===== src/hw/rtl/rwc_pkg.sv =====
// ----------------------------------------------------------------------------
// Replay window check package
// Shared sizes, register indexes, verdict codes and configuration type.
// ----------------------------------------------------------------------------
package rwc_pkg;

    // Number of bits held in the arrival bitmap.
    localparam int WINDOW_MAX = 64;

    // Index into the bitmap, also wide enough for any in-range shift amount.
    localparam int IDX_W = (WINDOW_MAX > 1) ? $clog2(WINDOW_MAX) : 1;

    localparam int SEQ_W  = 32;
    localparam int WIN_W  = 7;
    localparam int CFG_W  = 7;
    localparam int CIDX_W = 1;

    localparam logic [SEQ_W-1:0] WINDOW_MAX_SEQ = SEQ_W'(WINDOW_MAX);

    // Configuration register indexes.
    localparam logic [CIDX_W-1:0] REG_RX_ENABLE   = 1'd0;
    localparam logic [CIDX_W-1:0] REG_WINDOW_SIZE = 1'd1;

    typedef enum logic [1:0] {
        VERDICT_ACCEPT = 2'd0,
        VERDICT_OLD    = 2'd1,
        VERDICT_DUP    = 2'd2
    } t_verdict;

    typedef struct packed {
        logic             rx_enable;
        logic [WIN_W-1:0] window_size;
    } t_cfg;

endpackage


===== src/hw/rtl/rwc_window.sv =====
// ----------------------------------------------------------------------------
// Replay window state and check
// Holds the highest sequence number and the arrival bitmap, and judges one
// word per cycle against them, updating them only when i_fire is high.
// ----------------------------------------------------------------------------
module rwc_window import rwc_pkg::*; (
    input  logic             i_clk,
    input  logic             i_rst_n,
    input  logic             i_fire,
    input  logic [SEQ_W-1:0] i_seq,
    input  t_cfg             i_cfg,
    output t_verdict         o_verdict
);

    logic [SEQ_W-1:0]      r_highest;
    logic [SEQ_W-1:0]      n_highest;
    logic [WINDOW_MAX-1:0] r_bitmap;
    logic [WINDOW_MAX-1:0] n_bitmap;

    logic                  enabled;
    logic                  newer;
    logic [SEQ_W-1:0]      ahead;
    logic [SEQ_W-1:0]      behind;
    logic                  in_window;
    logic [IDX_W-1:0]      pos;
    logic [WINDOW_MAX-1:0] shifted;

    assign enabled   = i_cfg.rx_enable && (i_cfg.window_size != '0);
    assign newer     = i_seq > r_highest;
    assign ahead     = i_seq - r_highest;
    assign behind    = r_highest - i_seq;
    // Distance must be below both the programmed window and the bitmap length.
    assign in_window = (behind < {{(SEQ_W-WIN_W){1'b0}}, i_cfg.window_size})
                    && (behind < WINDOW_MAX_SEQ);
    assign pos       = behind[IDX_W-1:0];
    assign shifted   = (ahead >= WINDOW_MAX_SEQ) ? '0 : (r_bitmap << ahead[IDX_W-1:0]);

    always_comb begin
        o_verdict = VERDICT_ACCEPT;
        n_highest = r_highest;
        n_bitmap  = r_bitmap;
        if (enabled) begin
            if (newer) begin
                // A newer number is never a duplicate: bit 0 is clear after the shift.
                n_highest   = i_seq;
                n_bitmap    = shifted;
                n_bitmap[0] = 1'b1;
            end else if (!in_window) begin
                o_verdict = VERDICT_OLD;
            end else if (r_bitmap[pos]) begin
                o_verdict = VERDICT_DUP;
            end else begin
                n_bitmap[pos] = 1'b1;
            end
        end
    end

    always_ff @(posedge i_clk) begin
        if (!i_rst_n) begin
            r_highest <= '0;
            r_bitmap  <= '0;
        end else if (i_fire) begin
            r_highest <= n_highest;
            r_bitmap  <= n_bitmap;
        end
    end

    a_newer_becomes_highest: assert property (@(posedge i_clk) disable iff (!i_rst_n)
        $past(i_rst_n) && i_fire && enabled && newer |=> r_highest == $past(i_seq))
        else $error("newer sequence number did not become the highest");

    a_disabled_holds_state: assert property (@(posedge i_clk) disable iff (!i_rst_n)
        $past(i_rst_n) && i_fire && !enabled |=> $stable(r_highest) && $stable(r_bitmap))
        else $error("state changed while checking was disabled");

    a_highest_monotonic: assert property (@(posedge i_clk) disable iff (!i_rst_n)
        $past(i_rst_n) && i_fire |=> r_highest >= $past(r_highest))
        else $error("highest sequence number went backwards");

    a_reject_keeps_bitmap: assert property (@(posedge i_clk) disable iff (!i_rst_n)
        $past(i_rst_n) && i_fire && (o_verdict != VERDICT_ACCEPT)
        |=> $stable(r_bitmap) && $stable(r_highest))
        else $error("rejected word changed the window state");

endmodule


===== src/hw/rtl/replay_window_check.sv =====
// ----------------------------------------------------------------------------
// Replay window check
// Anti-replay sliding window: judges each received sequence number as
// accepted, too old or duplicate.
// ----------------------------------------------------------------------------
// Path: an accepted word waits in the input register; the check then writes
// its verdict into the output register. One word per cycle unless the verdict
// side stalls; the window compare, the bitmap shift and the bit test all sit
// between the input register and the state/verdict registers.
// Reset (synchronous, active low) clears the highest number, the bitmap, both
// configuration registers and the valid flags; no clearing pass is needed.
// ----------------------------------------------------------------------------
module replay_window_check import rwc_pkg::*; (
    input  logic              i_clk,
    input  logic              i_rst_n,
    // Configuration write port
    input  logic              i_cfg_wr_en,
    input  logic [CIDX_W-1:0] i_cfg_index,
    input  logic [CFG_W-1:0]  i_cfg_wdata,
    // Sequence number words in
    input  logic              i_seq_valid,
    output logic              o_seq_ready,
    input  logic [SEQ_W-1:0]  i_seq_number,
    // Verdict words out
    output logic              o_verdict_valid,
    input  logic              i_verdict_ready,
    output logic [1:0]        o_verdict
);

    // Configuration registers. The user must write only while the block is idle;
    // the block does not enforce it, and the check logic reads them directly.
    t_cfg r_cfg;

    always_ff @(posedge i_clk) begin
        if (!i_rst_n) begin
            r_cfg <= '0;
        end else if (i_cfg_wr_en) begin
            unique case (i_cfg_index)
                REG_RX_ENABLE:   r_cfg.rx_enable   <= i_cfg_wdata[0];
                REG_WINDOW_SIZE: r_cfg.window_size <= i_cfg_wdata[WIN_W-1:0];
                default: ;
            endcase
        end
    end

    // Two-register pipeline: input register, then the verdict register. The
    // check itself happens as a word leaves the input register, so the state
    // seen by the next word is always up to date.
    logic             r_in_valid;
    logic [SEQ_W-1:0] r_seq;
    logic             r_out_valid;
    t_verdict         r_verdict;

    logic             advance;
    logic             fire;
    t_verdict         verdict;

    // The verdict register can take a new word when it is empty or being read.
    assign advance     = !r_out_valid || i_verdict_ready;
    assign fire        = r_in_valid && advance;
    assign o_seq_ready = !r_in_valid || advance;

    always_ff @(posedge i_clk) begin
        if (!i_rst_n) begin
            r_in_valid  <= 1'b0;
            r_out_valid <= 1'b0;
        end else begin
            if (o_seq_ready) begin
                r_in_valid <= i_seq_valid;
            end
            if (advance) begin
                r_out_valid <= r_in_valid;
            end
        end
    end

    // Payload registers need no reset.
    always_ff @(posedge i_clk) begin
        if (i_seq_valid && o_seq_ready) begin
            r_seq <= i_seq_number;
        end
        if (fire) begin
            r_verdict <= verdict;
        end
    end

    rwc_window u_window (
        .i_clk     (i_clk),
        .i_rst_n   (i_rst_n),
        .i_fire    (fire),
        .i_seq     (r_seq),
        .i_cfg     (r_cfg),
        .o_verdict (verdict)
    );

    assign o_verdict_valid = r_out_valid;
    assign o_verdict       = r_verdict;

endmodule


===== config.mk =====
export PLATFORM = sky130hd
export DESIGN_NAME = replay_window_check
export DESIGN_NICKNAME = d
export VERILOG_FILES = /design/src/hw/rtl/rwc_pkg.sv /design/src/hw/rtl/rwc_window.sv /design/src/hw/rtl/replay_window_check.sv
export SDC_FILE = /design/constraint.sdc
export NUM_CORES = 1
export LEC_CHECK = 0
export BUFFER_PORTS_ARGS = -buffer_cell sky130_fd_sc_hd__buf_4
export CELL_PAD_IN_SITES_DETAIL_PLACEMENT = 1
export CELL_PAD_IN_SITES_GLOBAL_PLACEMENT = 2
export CORE_MARGIN = 2
export CORE_UTILIZATION = 35
export CTS_CLUSTER_DIAMETER = 50
export DETAILED_ROUTE_END_ITERATION = 10
export HOLD_SLACK_MARGIN = 0.1
export PLACE_DENSITY_LB_ADDON = 0.1
export SETUP_SLACK_MARGIN = 0.3
export SLEW_MARGIN = 20
export SYNTH_ARGS = -nofsm -noshare
export SYNTH_HDL_FRONTEND = slang
export SYNTH_HIERARCHICAL = 1
export SYNTH_SLANG_ARGS = --single-unit
export TNS_END_PERCENT = 30

===== constraint.sdc =====
create_clock -name i_clk -period 8.8 [get_ports i_clk]
set_input_delay 1.76 -clock i_clk [delete_from_list [all_inputs] [get_ports i_clk]]
set_output_delay 1.76 -clock i_clk [all_outputs]
set_load 0.02 [all_outputs]

### Word-level counts from Yosys, hierarchy flattened

Cells that the tools add are included.

* shift operators: 1
* magnitude comparators: 6
* $add $sub $neg: 2
* mux-type cells: 10
* bitwise operators: 4
* equal/unequal tests: 1
* reduce and logical (&&, ||, !) cells: 17

Operators with widths (count)
* $mux 64: 4
* $or 64x64->64: 1
* $shl 64x6->64: 1
* $sub 32x32->32: 2
* $ge 32x7->1 const B: 1
* $gt 32x32->1: 1
* $lt 32x7->1: 1
* $lt 32x7->1 const B: 1
* $lt 6x7->1 const B: 1
* $reduce_bool 7->1: 1
* $bmux 1 s6: 1
* $demux 1 s6: 1
* $ge 6x1->1 const B: 1
* $logic_and 1x1->1: 5
* $reduce_and 2->1: 2
* $reduce_and 4->1: 1
* $mux 1: 3
* $not 1->1: 3
* $reduce_and 3->1: 1
* $reduce_or 3->1: 1
* $logic_not 1->1: 2
* $logic_or 1x1->1: 2
* $mux 2: 1
* $ne 2x1->1 const B: 1
* other kinds (2): 2

* output and inout bits: 4
* input bits: 45
* bits in registers: 140

### Longest topological paths before layout

Gate-level depths: netlist (run 1).

* depth in word-level cells: 9
* gate-level depth with buffers: 22
* mapped depth without buffers: 19

### By module

Netlist (run 1), hierarchy kept.

By module, submodules not included
* rwc_window: area each 12595.8 um^2, cells each 1886, sequential area each 1921.8 um^2, times used 1
* replay_window_check: area each 1422.6 um^2, cells each 79, sequential area each 1221.2 um^2, times used 1

### Least setup slack after synthesis (run 1)

OpenSTA, ideal clock, no wires.

* kind: register to register
* from: register r_seq[2]
* to: register u_window.r_bitmap[43]
* period minus slack after synthesis: 4.712 ns
* path buffers: 3
* required time: 8.735 ns
* setup time: 0.065 ns
* arrival: 4.648 ns
* cell stages (with the launch flop): 23
* path slack: 4.088 ns
* path through: edfxtp_1 > inv_1 > ha_1 > buf_2 > nor2_1 > a211oi_1 > nor2_1 > xor2_1 > inv_1 > ha_1 > and4_1 > o21ai_0 > o22ai_1 > nor4b_1 > nand4_1 > nor4b_1 > nand4_1 > or4_1 > o31ai_1 > buf_2 > buf_2 > o21ai_0 > nor2_1

* word-level cells in the longest chain between the ends: 9
* elaborated cells between the ends (all ways): 23
* those cells by class: add/sub (2); order compare (6); eq/ne (1); shift (1); mux (8); bitwise (1); reduce/logical (4)

Ends and longest elaborated chain
* start, declared: RTL line replay_window_check.sv:50 `logic [SEQ_W-1:0] r_seq;`
* start signal, assigned: RTL line replay_window_check.sv:80 `r_seq <= i_seq_number;`
* $sub 32x32->32: RTL line rwc_window.sv:31 `assign behind = r_highest - i_seq;`
* $lt 6x7->1 (implied by the code) or $ge 6x1->1 (tied branches): RTL line rwc_window.sv:53 `n_bitmap[pos] = 1'b1;`
* $logic_and 1x1->1 (implied by the code): RTL line rwc_window.sv:53
* $mux 1 (implied by the code): RTL line rwc_window.sv:53
* $demux 1 s6
* $or 64x64->64 (no source line)
* $mux 64: RTL line rwc_window.sv:50 `end else if (r_bitmap[pos]) begin`
* $mux 64: RTL line rwc_window.sv:48 `end else if (!in_window) begin`
* $mux 64: RTL line rwc_window.sv:43 `if (newer) begin`
* end signal, assigned: RTL line rwc_window.sv:64 `r_bitmap <= n_bitmap;`
* end, declared: RTL line rwc_window.sv:17 `logic [WINDOW_MAX-1:0] r_bitmap;`

Several ways; a longest one is shown, not always the timed one. The select of a mux whose other input is x is not followed.
A chain may end at the register's enable or synchronous reset.

### Worst setup path in the final report (run 1)

* from: register r_seq[1]
* to: register u_window.r_bitmap[63]

The elaborated chain is that of the path after synthesis.

==> results of run 1 <==
[Yosys cell counts (9+ instances only)]
cell type,n
sky130_fd_sc_hd__and2_1,11
sky130_fd_sc_hd__or3_1,16
sky130_fd_sc_hd__ha_1,69
sky130_fd_sc_hd__o211ai_1,20
sky130_fd_sc_hd__nand2b_1,14
sky130_fd_sc_hd__buf_2,18
sky130_fd_sc_hd__dfxtp_1,106
sky130_fd_sc_hd__a21oi_1,195
sky130_fd_sc_hd__xor2_1,15
sky130_fd_sc_hd__inv_1,86
sky130_fd_sc_hd__o21a_1,14
sky130_fd_sc_hd__nand2_1,246
sky130_fd_sc_hd__nor3_1,27
sky130_fd_sc_hd__xnor2_1,26
sky130_fd_sc_hd__buf_1,13
sky130_fd_sc_hd__clkbuf_1,113
sky130_fd_sc_hd__mux2_2,12
sky130_fd_sc_hd__nand4_1,35
sky130_fd_sc_hd__nand3_1,34
sky130_fd_sc_hd__mux2i_1,91
sky130_fd_sc_hd__mux4_2,26
sky130_fd_sc_hd__o21ai_0,223
sky130_fd_sc_hd__a221oi_1,10
sky130_fd_sc_hd__nor4_1,15
sky130_fd_sc_hd__edfxtp_1,34
sky130_fd_sc_hd__a211oi_1,37
sky130_fd_sc_hd__o32a_1,9
sky130_fd_sc_hd__nor2_1,245
sky130_fd_sc_hd__a2111oi_0,10
sky130_fd_sc_hd__a31oi_1,42
sky130_fd_sc_hd__or4_1,9
sky130_fd_sc_hd__a21o_1,14
[cell usage in the layout (no fill, tap or decap), drive strengths merged, types with 8 or more instances in the layout]
master,n
o21a,14
o21ai,226
nor3,27
a2111oi,10
or4,10
xor2,15
inv,91
mux2,12
nand4,35
ha,69
nand2b,14
dfxtp,106
nor2b,8
mux4,26
a211oi,37
a21oi,196
o211ai,20
a31oi,42
or3,16
nand3,34
buf,71
clkbuf,19
edfxtp,34
and2,11
mux2i,91
o32a,9
a21o,14
a221oi,11
nor2,245
nor4,16
xnor2,26
nand2,246
and3,8
[worst reg2reg max path: stages (launching register included)]
cell and delay, ns:
sky130_fd_sc_hd__edfxtp_1 0.45, sky130_fd_sc_hd__inv_1 0.12, sky130_fd_sc_hd__fa_1 0.51, sky130_fd_sc_hd__xnor2_1 0.75, sky130_fd_sc_hd__inv_1 0.49, sky130_fd_sc_hd__ha_1 0.35
sky130_fd_sc_hd__a211oi_1 0.20, sky130_fd_sc_hd__o22ai_1 0.12, sky130_fd_sc_hd__nor4b_1 0.38, sky130_fd_sc_hd__nand4_1 0.14, sky130_fd_sc_hd__nor4b_1 0.29, sky130_fd_sc_hd__nand4_1 0.12
sky130_fd_sc_hd__or4_1 0.53, sky130_fd_sc_hd__o31ai_4 0.28, sky130_fd_sc_hd__buf_4 0.75, sky130_fd_sc_hd__nand2_1 0.12, sky130_fd_sc_hd__o221a_2 0.28
[power groups by stage]
stage                     registers, mW  logic [mW]  clock network, mW
after floorplan                   0.697       0.376                  0
after global placement            0.700       0.579                  0
after detailed placement          0.701       0.582                  0
after CTS                         0.687       0.584              0.817
after global routing              0.689       0.642              0.833
final                             0.687       0.597              0.789
[through the flow]
stage	util [%]	total power, mW	hold WS, ns	setup slack [ns]
after global placement	37.3	1.28	0.443	3.11
after detailed placement	37.3	1.28	0.456	2.84
after floorplan	-	1.07	0.434	4.09
final	38.9	2.07	0.464	2.82
after CTS	38.9	2.09	0.466	2.84
after global routing	38.9	2.16	0.494	2.16
[cells by family after synthesis]
logic type | after synthesis | synth area share, %
compound gates | 650 | 27.8
xor+xnor | 41 | 2.56
fa+ha+maj | 71 | 6.44
buf+inv | 233 | 6.48
flops | 140 | 22.4
mux | 129 | 11.6
simple gates | 701 | 22.6
[worst max path at each step]
stage	end	slack, ns
floorplan	u_window/r_bitmap[43]	4.09
global placement	u_window/r_bitmap[63]	3.11
detailed placement	u_window/r_bitmap[63]	2.84
CTS	u_window/r_bitmap[63]	2.84
global route	u_window/r_bitmap[28]	2.16
finish	u_window/r_bitmap[63]	2.82
[per-layer routing]
| layer | vias up | routed length, um | part of all wire (%) |
|---|---|---|---|
| met4 | 0 | 1070 | 1.8 |
| met1 | 7556 | 31000 | 51 |
| met5 | - | 0 | 0 |
| li1 | 7010 | - | - |
| met2 | 449 | 25100 | 41 |
| met3 | 53 | 3850 | 6.3 |
[flip-flops by register name, indices dropped and copies added, names as in the netlist]
signal and flops:
o_verdict 2, u_window/r_bitmap 64, r_cfg 8, u_window/r_highest 32
o_verdict_valid 1, r_in_valid 1, r_seq 32
[layout make-up]
type | instances | area [um^2] | area share (%)
tap | 525 | 657 | 4.26
timing repair buffer | 71 | 533 | 3.46
clock buffer | 19 | 454 | 2.95
multi-input combinational | 1592 | 10100 | 65.8
sequential | 140 | 3140 | 20.4
clock inverter | 13 | 155 | 1.01
inverter | 87 | 327 | 2.12
==> Implementation_results.wiki, run 1 <==
{| class="wikitable"
! Metric !! Value
|-
| Outcome || completed
|-
| Setup CP Type || flip-flop to flip-flop
|-
| Average wire length per cell after detail routing || around 25 um
|-
| Max incr delay on CP || approximately 0.75 ns
|-
| Hold Path Depth || 2
|-
| Met1 global-route usage || 45.4%
|-
| Non-filler instance count after layout || between 2000 and 2500
|-
| Upper clock frequency limit || ~170 MHz
|-
| Top cell type by total area after synthesis || sky130_fd_sc_hd__dfxtp_1
|-
| End point of the worst hold path || u_window/r_highest[31]
|-
| Fraction of the cycle the final worst path needs || about two thirds
|-
| Number of nets with antenna violations after detailed routing || 0
|-
| Buffers & Inverters on Critical Path || 3
|-
| IR drop worst, VDD || between 0.15 and 0.2 mV
|-
| Die height || about 200 um
|-
| Critical Path End Type || flip-flop
|-
| Vias in the first global route || between 10000 and 15000
|-
| Fraction of synthesis flops using an asynchronous set or reset pin || 0%
|-
| Starting DRT DRC Count || roughly 1300
|-
| Sequential share of power || roughly a third
|-
| Reported net switching power || 0.784 mW
|-
| Clock slew at reported path FFs || around 0.070 ns
|-
| Post-cts resize count || 0
|-
| Number of failing setup endpoints in the final timing report || 0
|-
| Number of warning messages in the yosys log || 6
|-
| Placed cell areas || ~15000 um^2
|-
| Cell type group with the largest total delay on the critical path || simple AND/OR/NAND/NOR gates
|-
| Synth Register Bits || between 100 and 150
|-
| Pwr/cell area || around 130 nW/um^2
|-
| Share of post-route cells with drive strength above 1 || under 10%
|-
| Number of buffer cells added on primary ports || 48
|-
| Number of logic stages on the critical path including buffering || 16
|-
| Max-Cap Viols || 0
|-
| Clock buffer count from CTS || 17
|-
| Htree depth || 4
|-
| Worst reg2reg setup slack || around 2.8 ns
|-
| Synth-to-layout area growth || 9.92%
|-
| Max Transition Viols Final || 0
|-
| Syn_nets || 2081
|-
| Minimum period implied by the final worst setup slack || between 5 and 6 ns
|-
| Wire length of the first global-routing pass || around 92000 um
|-
| Actual slew at the worst max-slew pin || 1.19 ns
|-
| Maximum number of pins on one net before global-route repair || 97
|-
| GRT busiest layer || met1
|-
| Number of hold buffers added after cts || 0
|-
| Share of Yosys cell area claimed by the top area cell type || approximately 15%
|-
| Floorplan die width || 204 um
|-
| Slowest cell on the critical path || sky130_fd_sc_hd__xnor2_1
|-
| Final instance area || 15400 um^2
|-
| Num rows || 73
|-
| Sort of element at the start of the critical path || flip-flop
|-
| Skew-Pair Late Insertion Delay || ~0.51 ns
|-
| Post-Syn Area || approximately 14000 um^2
|-
| Placed Cells incl. Taps || about 2400
|-
| Number of clock sinks seen by CTS || 140
|-
| Number of cells on the worst reg-to-reg path || 16
|-
| Hold Path Origin || u_window/r_highest[31]
|-
| Full die area || roughly 42000 um^2
|-
| 1st-pass router iterations || 5
|-
| Switching part of the total power || a little under two fifths
|-
| Setup TNS || 0 ns
|-
| Arrival time worst endpoint || 6.38 ns
|-
| Required time at the worst-slack endpoint || just over 9 ns
|-
| Global-route track usage on met3 || under 10%
|-
| Most used flip-flop cell after synthesis || sky130_fd_sc_hd__dfxtp_1
|-
| Detail-routed via count per cell || 6.16
|-
| Reg-to-reg startpoint || r_seq[1]
|-
| Hold WC Path Type || flip-flop to flip-flop
|-
| Peak fanout along the critical path || 96
|-
| Initial cell density of the core || 35.4%
|-
| Capture instance of the worst register-to-register path || u_window/r_bitmap[63]
|-
| Timing startpoint of the critical path || r_seq[1]
|-
| Share of power burned in combinational logic || approximately 29%
|-
| Maximum clock path buffer count || 2
|-
| I/O pin total || roughly 50
|-
| Leak || 5.51 nW
|-
| Int Power || 1.29 mW
|-
| Global routing usage summed across all routing layers || between 20% and 30%
|-
| Ant diodes || 0
|-
| Synthesized area per cell || between 7 and 8 um^2
|-
| Number of instances in the synthesized netlist || a little under 2000
|-
| Final-stage net count || 2025
|-
| Cell at the root of the clock tree || sky130_fd_sc_hd__clkbuf_16
|-
| Routed wire length || between 60000 and 70000 um
|-
| Grt met2 use || 41.9%
|-
| Area of the core region || slightly below 40000 um^2
|-
| Post-synthesis cell type count || 77
|-
| GRT Residual Overflow || 0
|-
| Top cells by area, synth || sky130_fd_sc_hd__dfxtp_1 15%, sky130_fd_sc_hd__o21ai_0 8.0%, sky130_fd_sc_hd__edfxtp_1 7.3%
|-
| Series of cell instances along the critical path || inv_1 -> fa_1 -> xnor2_1 -> inv_1 -> ha_1 -> a211oi_1 -> o22ai_1 -> nor4b_1 -> nand4_1 -> nor4b_1 -> nand4_1 -> or4_1 -> o31ai_4 -> buf_4 -> nand2_1 -> o221a_2
|-
| DR vias || between 15000 and 20000
|-
| Worst setup skew after layout || 0.0134 ns
|-
| Unrepaired setup endpoints after global routing || false
|-
| Share of the yosys chip area belonging to registers || ~22%
|-
| Hold Fails Final Rpt || 0
|-
| Worst max-slew margin expressed relative to the limit || 18.5%
|-
| Number of antenna violations at the first check in global routing || 1
|-
| Number of flops mapped to enable cells by yosys || 34
|-
| Fill cell count || between 4000 and 5000
|-
| DR DRC count || 0
|-
| Gpl congestion || ~0.94
|-
| TritonCTS clock tree || done
|-
| Total setup buffers inserted after CTS || 0
|-
| Post-DP HPWL || between 40000 and 50000 um
|-
| Clock network power share || 38.0%
|}
Note: power is estimated with default switching activity, not from simulation.
==> run 2, diff against run 1 <==
--- a/config.mk
+++ b/config.mk
@@ -5,11 +5,12 @@
 export SDC_FILE = /design/constraint.sdc
 export NUM_CORES = 1
 export LEC_CHECK = 0
+export ABC_AREA = 1
 export BUFFER_PORTS_ARGS = -buffer_cell sky130_fd_sc_hd__buf_4
 export CELL_PAD_IN_SITES_DETAIL_PLACEMENT = 1
 export CELL_PAD_IN_SITES_GLOBAL_PLACEMENT = 2
 export CORE_MARGIN = 2
-export CORE_UTILIZATION = 35
+export CORE_UTILIZATION = 30
 export CTS_CLUSTER_DIAMETER = 50
 export DETAILED_ROUTE_END_ITERATION = 10
 export HOLD_SLACK_MARGIN = 0.1
==> constraint.sdc (replaced) <==
create_clock -name i_clk -period 5.4 [get_ports i_clk]
set_input_delay 1.08 -clock i_clk [delete_from_list [all_inputs] [get_ports i_clk]]
set_output_delay 1.08 -clock i_clk [all_outputs]
set_load 0.02 [all_outputs]
==> Implementation_results.wiki, run 2 <==
{| class="wikitable"
! Metric !! Value
|-
| Worst setup skew after layout || 0.0174 ns
|-
| Most used flip-flop cell after synthesis || sky130_fd_sc_hd__dfxtp_1
|-
| Initial cell density of the core || between 30% and 40%
|-
| Cell seen most often among critical-path stages || sky130_fd_sc_hd__nand2_1
|-
| Buffers & Inverters on Critical Path || 3
|-
| Maximum clock path buffer count || 2
|-
| Series of cell instances along the critical path || inv_1 -> ha_1 -> nand2_1 -> inv_1 -> nand2_1 -> nand2_1 -> xor2_4 -> ha_1 -> nand2_1 -> o21ai_0 -> nand3_1 -> a21boi_1 -> nor2_1 -> nand2_1 -> nor2_1 -> nand2_1 -> nand2_2 -> nand2_4 -> buf_12 -> nand2_1 -> nand2_1 -> nor2_1
|-
| Final instance area || 16800 um^2
|-
| Post-synthesis cell type count || 47
|-
| Largest reg by FF count || u_window/r_bitmap
|-
| Hold Path Origin || r_cfg[4]
|-
| Fraction of the cycle the final worst path needs || 87.4%
|-
| Worst reg2reg setup slack || around 0.68 ns
|-
| Skew-Pair Late Insertion Delay || about 0.5 ns
|-
| Number of warning messages in the yosys log || 6
|-
| Final core occ || between 30% and 40%
|-
| GRT Residual Overflow || 0
|-
| Pwr/cell area || ~220 nW/um^2
|-
| Floorplan die width || roughly 230 um
|-
| Share of Yosys cell area claimed by the top area cell type || 26.4%
|-
| Top cell type by total area after synthesis || sky130_fd_sc_hd__nand2_1
|-
| Setup TNS || 0 ns
|-
| Cell at the root of the clock tree || sky130_fd_sc_hd__clkbuf_16
|-
| Worst max-slew margin expressed relative to the limit || roughly 28%
|-
| Number of flops mapped to enable cells by yosys || 34
|-
| Number of antenna violations at the first check in global routing || 6
|-
| Highest layer used for signal routing || met5
|-
| Reg-to-reg startpoint || r_seq[2]
|-
| 1st-pass router iterations || 5
|-
| Setup CP Type || flip-flop to flip-flop
|-
| Top Registers || u_window/r_bitmap: 64 flops, r_seq: 32 flops, u_window/r_highest: 32 flops
|-
| Required time at the worst-slack endpoint || between 5 and 6 ns
|-
| Hold Path Depth || 2
|-
| Number of hold buffers added after cts || 0
|-
| Max incr delay on CP || 0.58 ns
|-
| Fill cell count || 6969
|-
| Slowest cell on the critical path || sky130_fd_sc_hd__ha_1
|-
| Number of cells on the worst reg-to-reg path || 22
|-
| Post-Syn Area || around 15000 um^2
|-
| Leak || between 8 and 9 nW
|-
| Sort of element at the start of the critical path || flip-flop
|-
| Total setup buffers inserted after CTS || 0
|-
| Detail-routed via count per cell || slightly above 5
|-
| Top cells by area, synth || sky130_fd_sc_hd__nand2_1 26%, sky130_fd_sc_hd__dfxtp_1 14%, sky130_fd_sc_hd__o21ai_0 9.2%
|-
| Hold Fails Final Rpt || 0
|-
| Maximum number of pins on one net before global-route repair || around 120
|-
| DR DRC count || 0
|-
| DR vias || 17800
|-
| Capture instance of the worst register-to-register path || u_window/r_bitmap[13]
|-
| Number of instances in the synthesized netlist || roughly 2800
|-
| IR drop worst, VDD || around 0.27 mV
|-
| Average wire length per cell after detail routing || 20.5 um
|-
| Share of the yosys chip area belonging to registers || 20.5%
|-
| Global routing usage summed across all routing layers || approximately 27%
|-
| Pwr Total || 3.73 mW
|-
| Met2 wire len || 36300 um
|-
| Synth-to-layout area growth || 9.47%
|-
| Starting DRT DRC Count || 871
|-
| Synthesized area per cell || 5.43 um^2
|-
| Full die area || about 53000 um^2
|-
| Vias in the first global route || between 15000 and 20000
|-
| Number of clock sinks seen by CTS || 140
|-
| Cell type group with the largest total delay on the critical path || simple AND/OR/NAND/NOR gates
|-
| Count leader, synth || sky130_fd_sc_hd__nand2_1
|-
| I/O pin total || around 50
|-
| Upper clock frequency limit || approximately 210 MHz
|-
| End point of the worst hold path || r_cfg[4]
|-
| Post-cts resize count || 1
|-
| Top cells by instance count after synthesis || 1077 x sky130_fd_sc_hd__nand2_1, 376 x sky130_fd_sc_hd__inv_1, 292 x sky130_fd_sc_hd__nor2_1
|-
| Critical Path End Type || flip-flop
|-
| Actual slew at the worst max-slew pin || 1.08 ns
|-
| Routed wire length || around 71000 um
|-
| Arrival time worst endpoint || 5.09 ns
|-
| Max Transition Viols Final || 0
|-
| Final-stage net count || about 2900
|-
| Synth Register Bits || 140
|-
| Placed cell areas || 16200 um^2
|-
| Gpl congestion || ~0.9
|-
| Htree depth || 4
|-
| Clock buffer count from CTS || 17
|-
| Share of post-route cells with drive strength above 1 || around 5.4%
|-
| Die height || about 230 um
|-
| Peak fanout along the critical path || 122
|-
| Area of the core region || roughly 50000 um^2
|-
| Max-Cap Viols || 0
|-
| Syn_nets || 2940
|-
| Num rows || 82
|-
| Post-DP HPWL || ~56000 um
|-
| Top library cells by usage in the layout, fill and taps aside || 1077 x sky130_fd_sc_hd__nand2_1, 374 x sky130_fd_sc_hd__inv_1, 291 x sky130_fd_sc_hd__nor2_1
|-
| Outcome || completed
|-
| Fraction of synthesis flops using an asynchronous set or reset pin || 0%
|-
| Minimum period implied by the final worst setup slack || ~4.7 ns
|-
| Length of routed met3 wiring || about 1900 um
|-
| Commonest non-fill, non-tap cell in the layout || sky130_fd_sc_hd__nand2_1
|-
| Max FFs per register || 64
|-
| Ant diodes || 0
|-
| Number of failing setup endpoints in the final timing report || 0
|-
| Number of nets with antenna violations after detailed routing || 0
|-
| Unrepaired setup endpoints after global routing || false
|-
| Hold WC Path Type || flip-flop to flip-flop
|-
| Clock slew at reported path FFs || ~0.07 ns
|-
| Wire length of the first global-routing pass || between 100000 and 150000 um
|-
| Number of buffer cells added on primary ports || between 40 and 50
|-
| Routed metal-1 wirelength || around 30000 um
|-
| TritonCTS clock tree || done
|}
-- run 2: changes by cell type in the layout (fill, tap and decap cells not counted), moves of 21 or more --
cell / change
sky130_fd_sc_hd__a211oi_1: -37
sky130_fd_sc_hd__a21oi_1: -96
sky130_fd_sc_hd__a31oi_1: -37
sky130_fd_sc_hd__inv_1: +288
sky130_fd_sc_hd__mux2i_1: -64
sky130_fd_sc_hd__mux4_2: -26
sky130_fd_sc_hd__nand2_1: +831
sky130_fd_sc_hd__nand3_1: +113
sky130_fd_sc_hd__nor2_1: +47
sky130_fd_sc_hd__nor3_1: -21
sky130_fd_sc_hd__o21ai_0: +60
sky130_fd_sc_hd__o21ai_1: +44
-- run 2: worst max path at each step --
stage	from	endpoint	slack, ns	cells after the start
2_1_floorplan	r_seq[2]	u_window/r_bitmap[20]	2.33	24
3_3_place_gp	r_seq[2]	u_window/r_bitmap[48]	0.32	22
3_5_place_dp	r_seq[2]	u_window/r_bitmap[58]	0.19	22
4_1_cts	r_seq[2]	u_window/r_bitmap[58]	0.40	22
5_1_grt	r_seq[2]	u_window/r_bitmap[58]	0.46	22
6_report	r_seq[2]	u_window/r_bitmap[13]	0.68	22
-- run 2: per-layer routing --
layer / up-vias / global-route usage (%)
met3: 121 / 3.57
met5: - / 0
met1: 8552 / 30.4
met2: 269 / 49.9
li1: 8810 / -
met4: 4 / 12.0
-- run 2: tightest hold or removal path, delay by kind of cell (launching register included) --
| family | cells | cell delay, ns |
|---|---|---|
| compound gates | 1 | 0.05 |
| flops | 1 | 0.31 |
| simple gates | 1 | 0.06 |
-- run 2: cell families (layout without fill, tap and decap cells) --
kind of cell / after synthesis / count (layout) / share of synthesized area [%]
DFF: 140 / 140 / 20.5
and+or+nand+nor: 1586 / 1586 / 41.3
AOI/OAI and AO/OA: 481 / 481 / 16.6
xor gates and xnor gates: 11 / 11 / 0.849
adders and majority gates: 71 / 71 / 5.89
muxes: 27 / 27 / 1.76
buffers and inverters: 508 / 490 / 13.2
-- run 2: cell type report --
| cell class | count | area (um^2) | share of cell area [%] |
|---|---|---|---|
| Clock buffer | 19 | 443 | 2.64 |
| Clock inverter | 13 | 108 | 0.641 |
| Inverter | 384 | 1440 | 8.59 |
| Multi-Input combinational cell | 2176 | 10200 | 61.0 |
| Sequential cell | 140 | 3140 | 18.7 |
| Tap cell | 672 | 841 | 5.01 |
| Timing Repair Buffer | 74 | 568 | 3.38 |
-- run 2: power breakdown --
part / total, mW / internal, mW / switching [mW]
sequential: 1.13 / 1.11 / 0.0225
combinational: 1.42 / 0.374 / 1.04
clock: 1.19 / 0.607 / 0.581
total: 3.73 / 2.09 / 1.65
-- run 2: stage by stage --
step	setup WS [ns]	hold slack [ns]	cells
global placement	0.317	0.457	3446
detailed placement	0.193	0.456	3446
floorplan	2.33	0.433	2824
global route	0.460	0.491	3478
CTS	0.399	0.467	3478
finish	0.683	0.468	3478
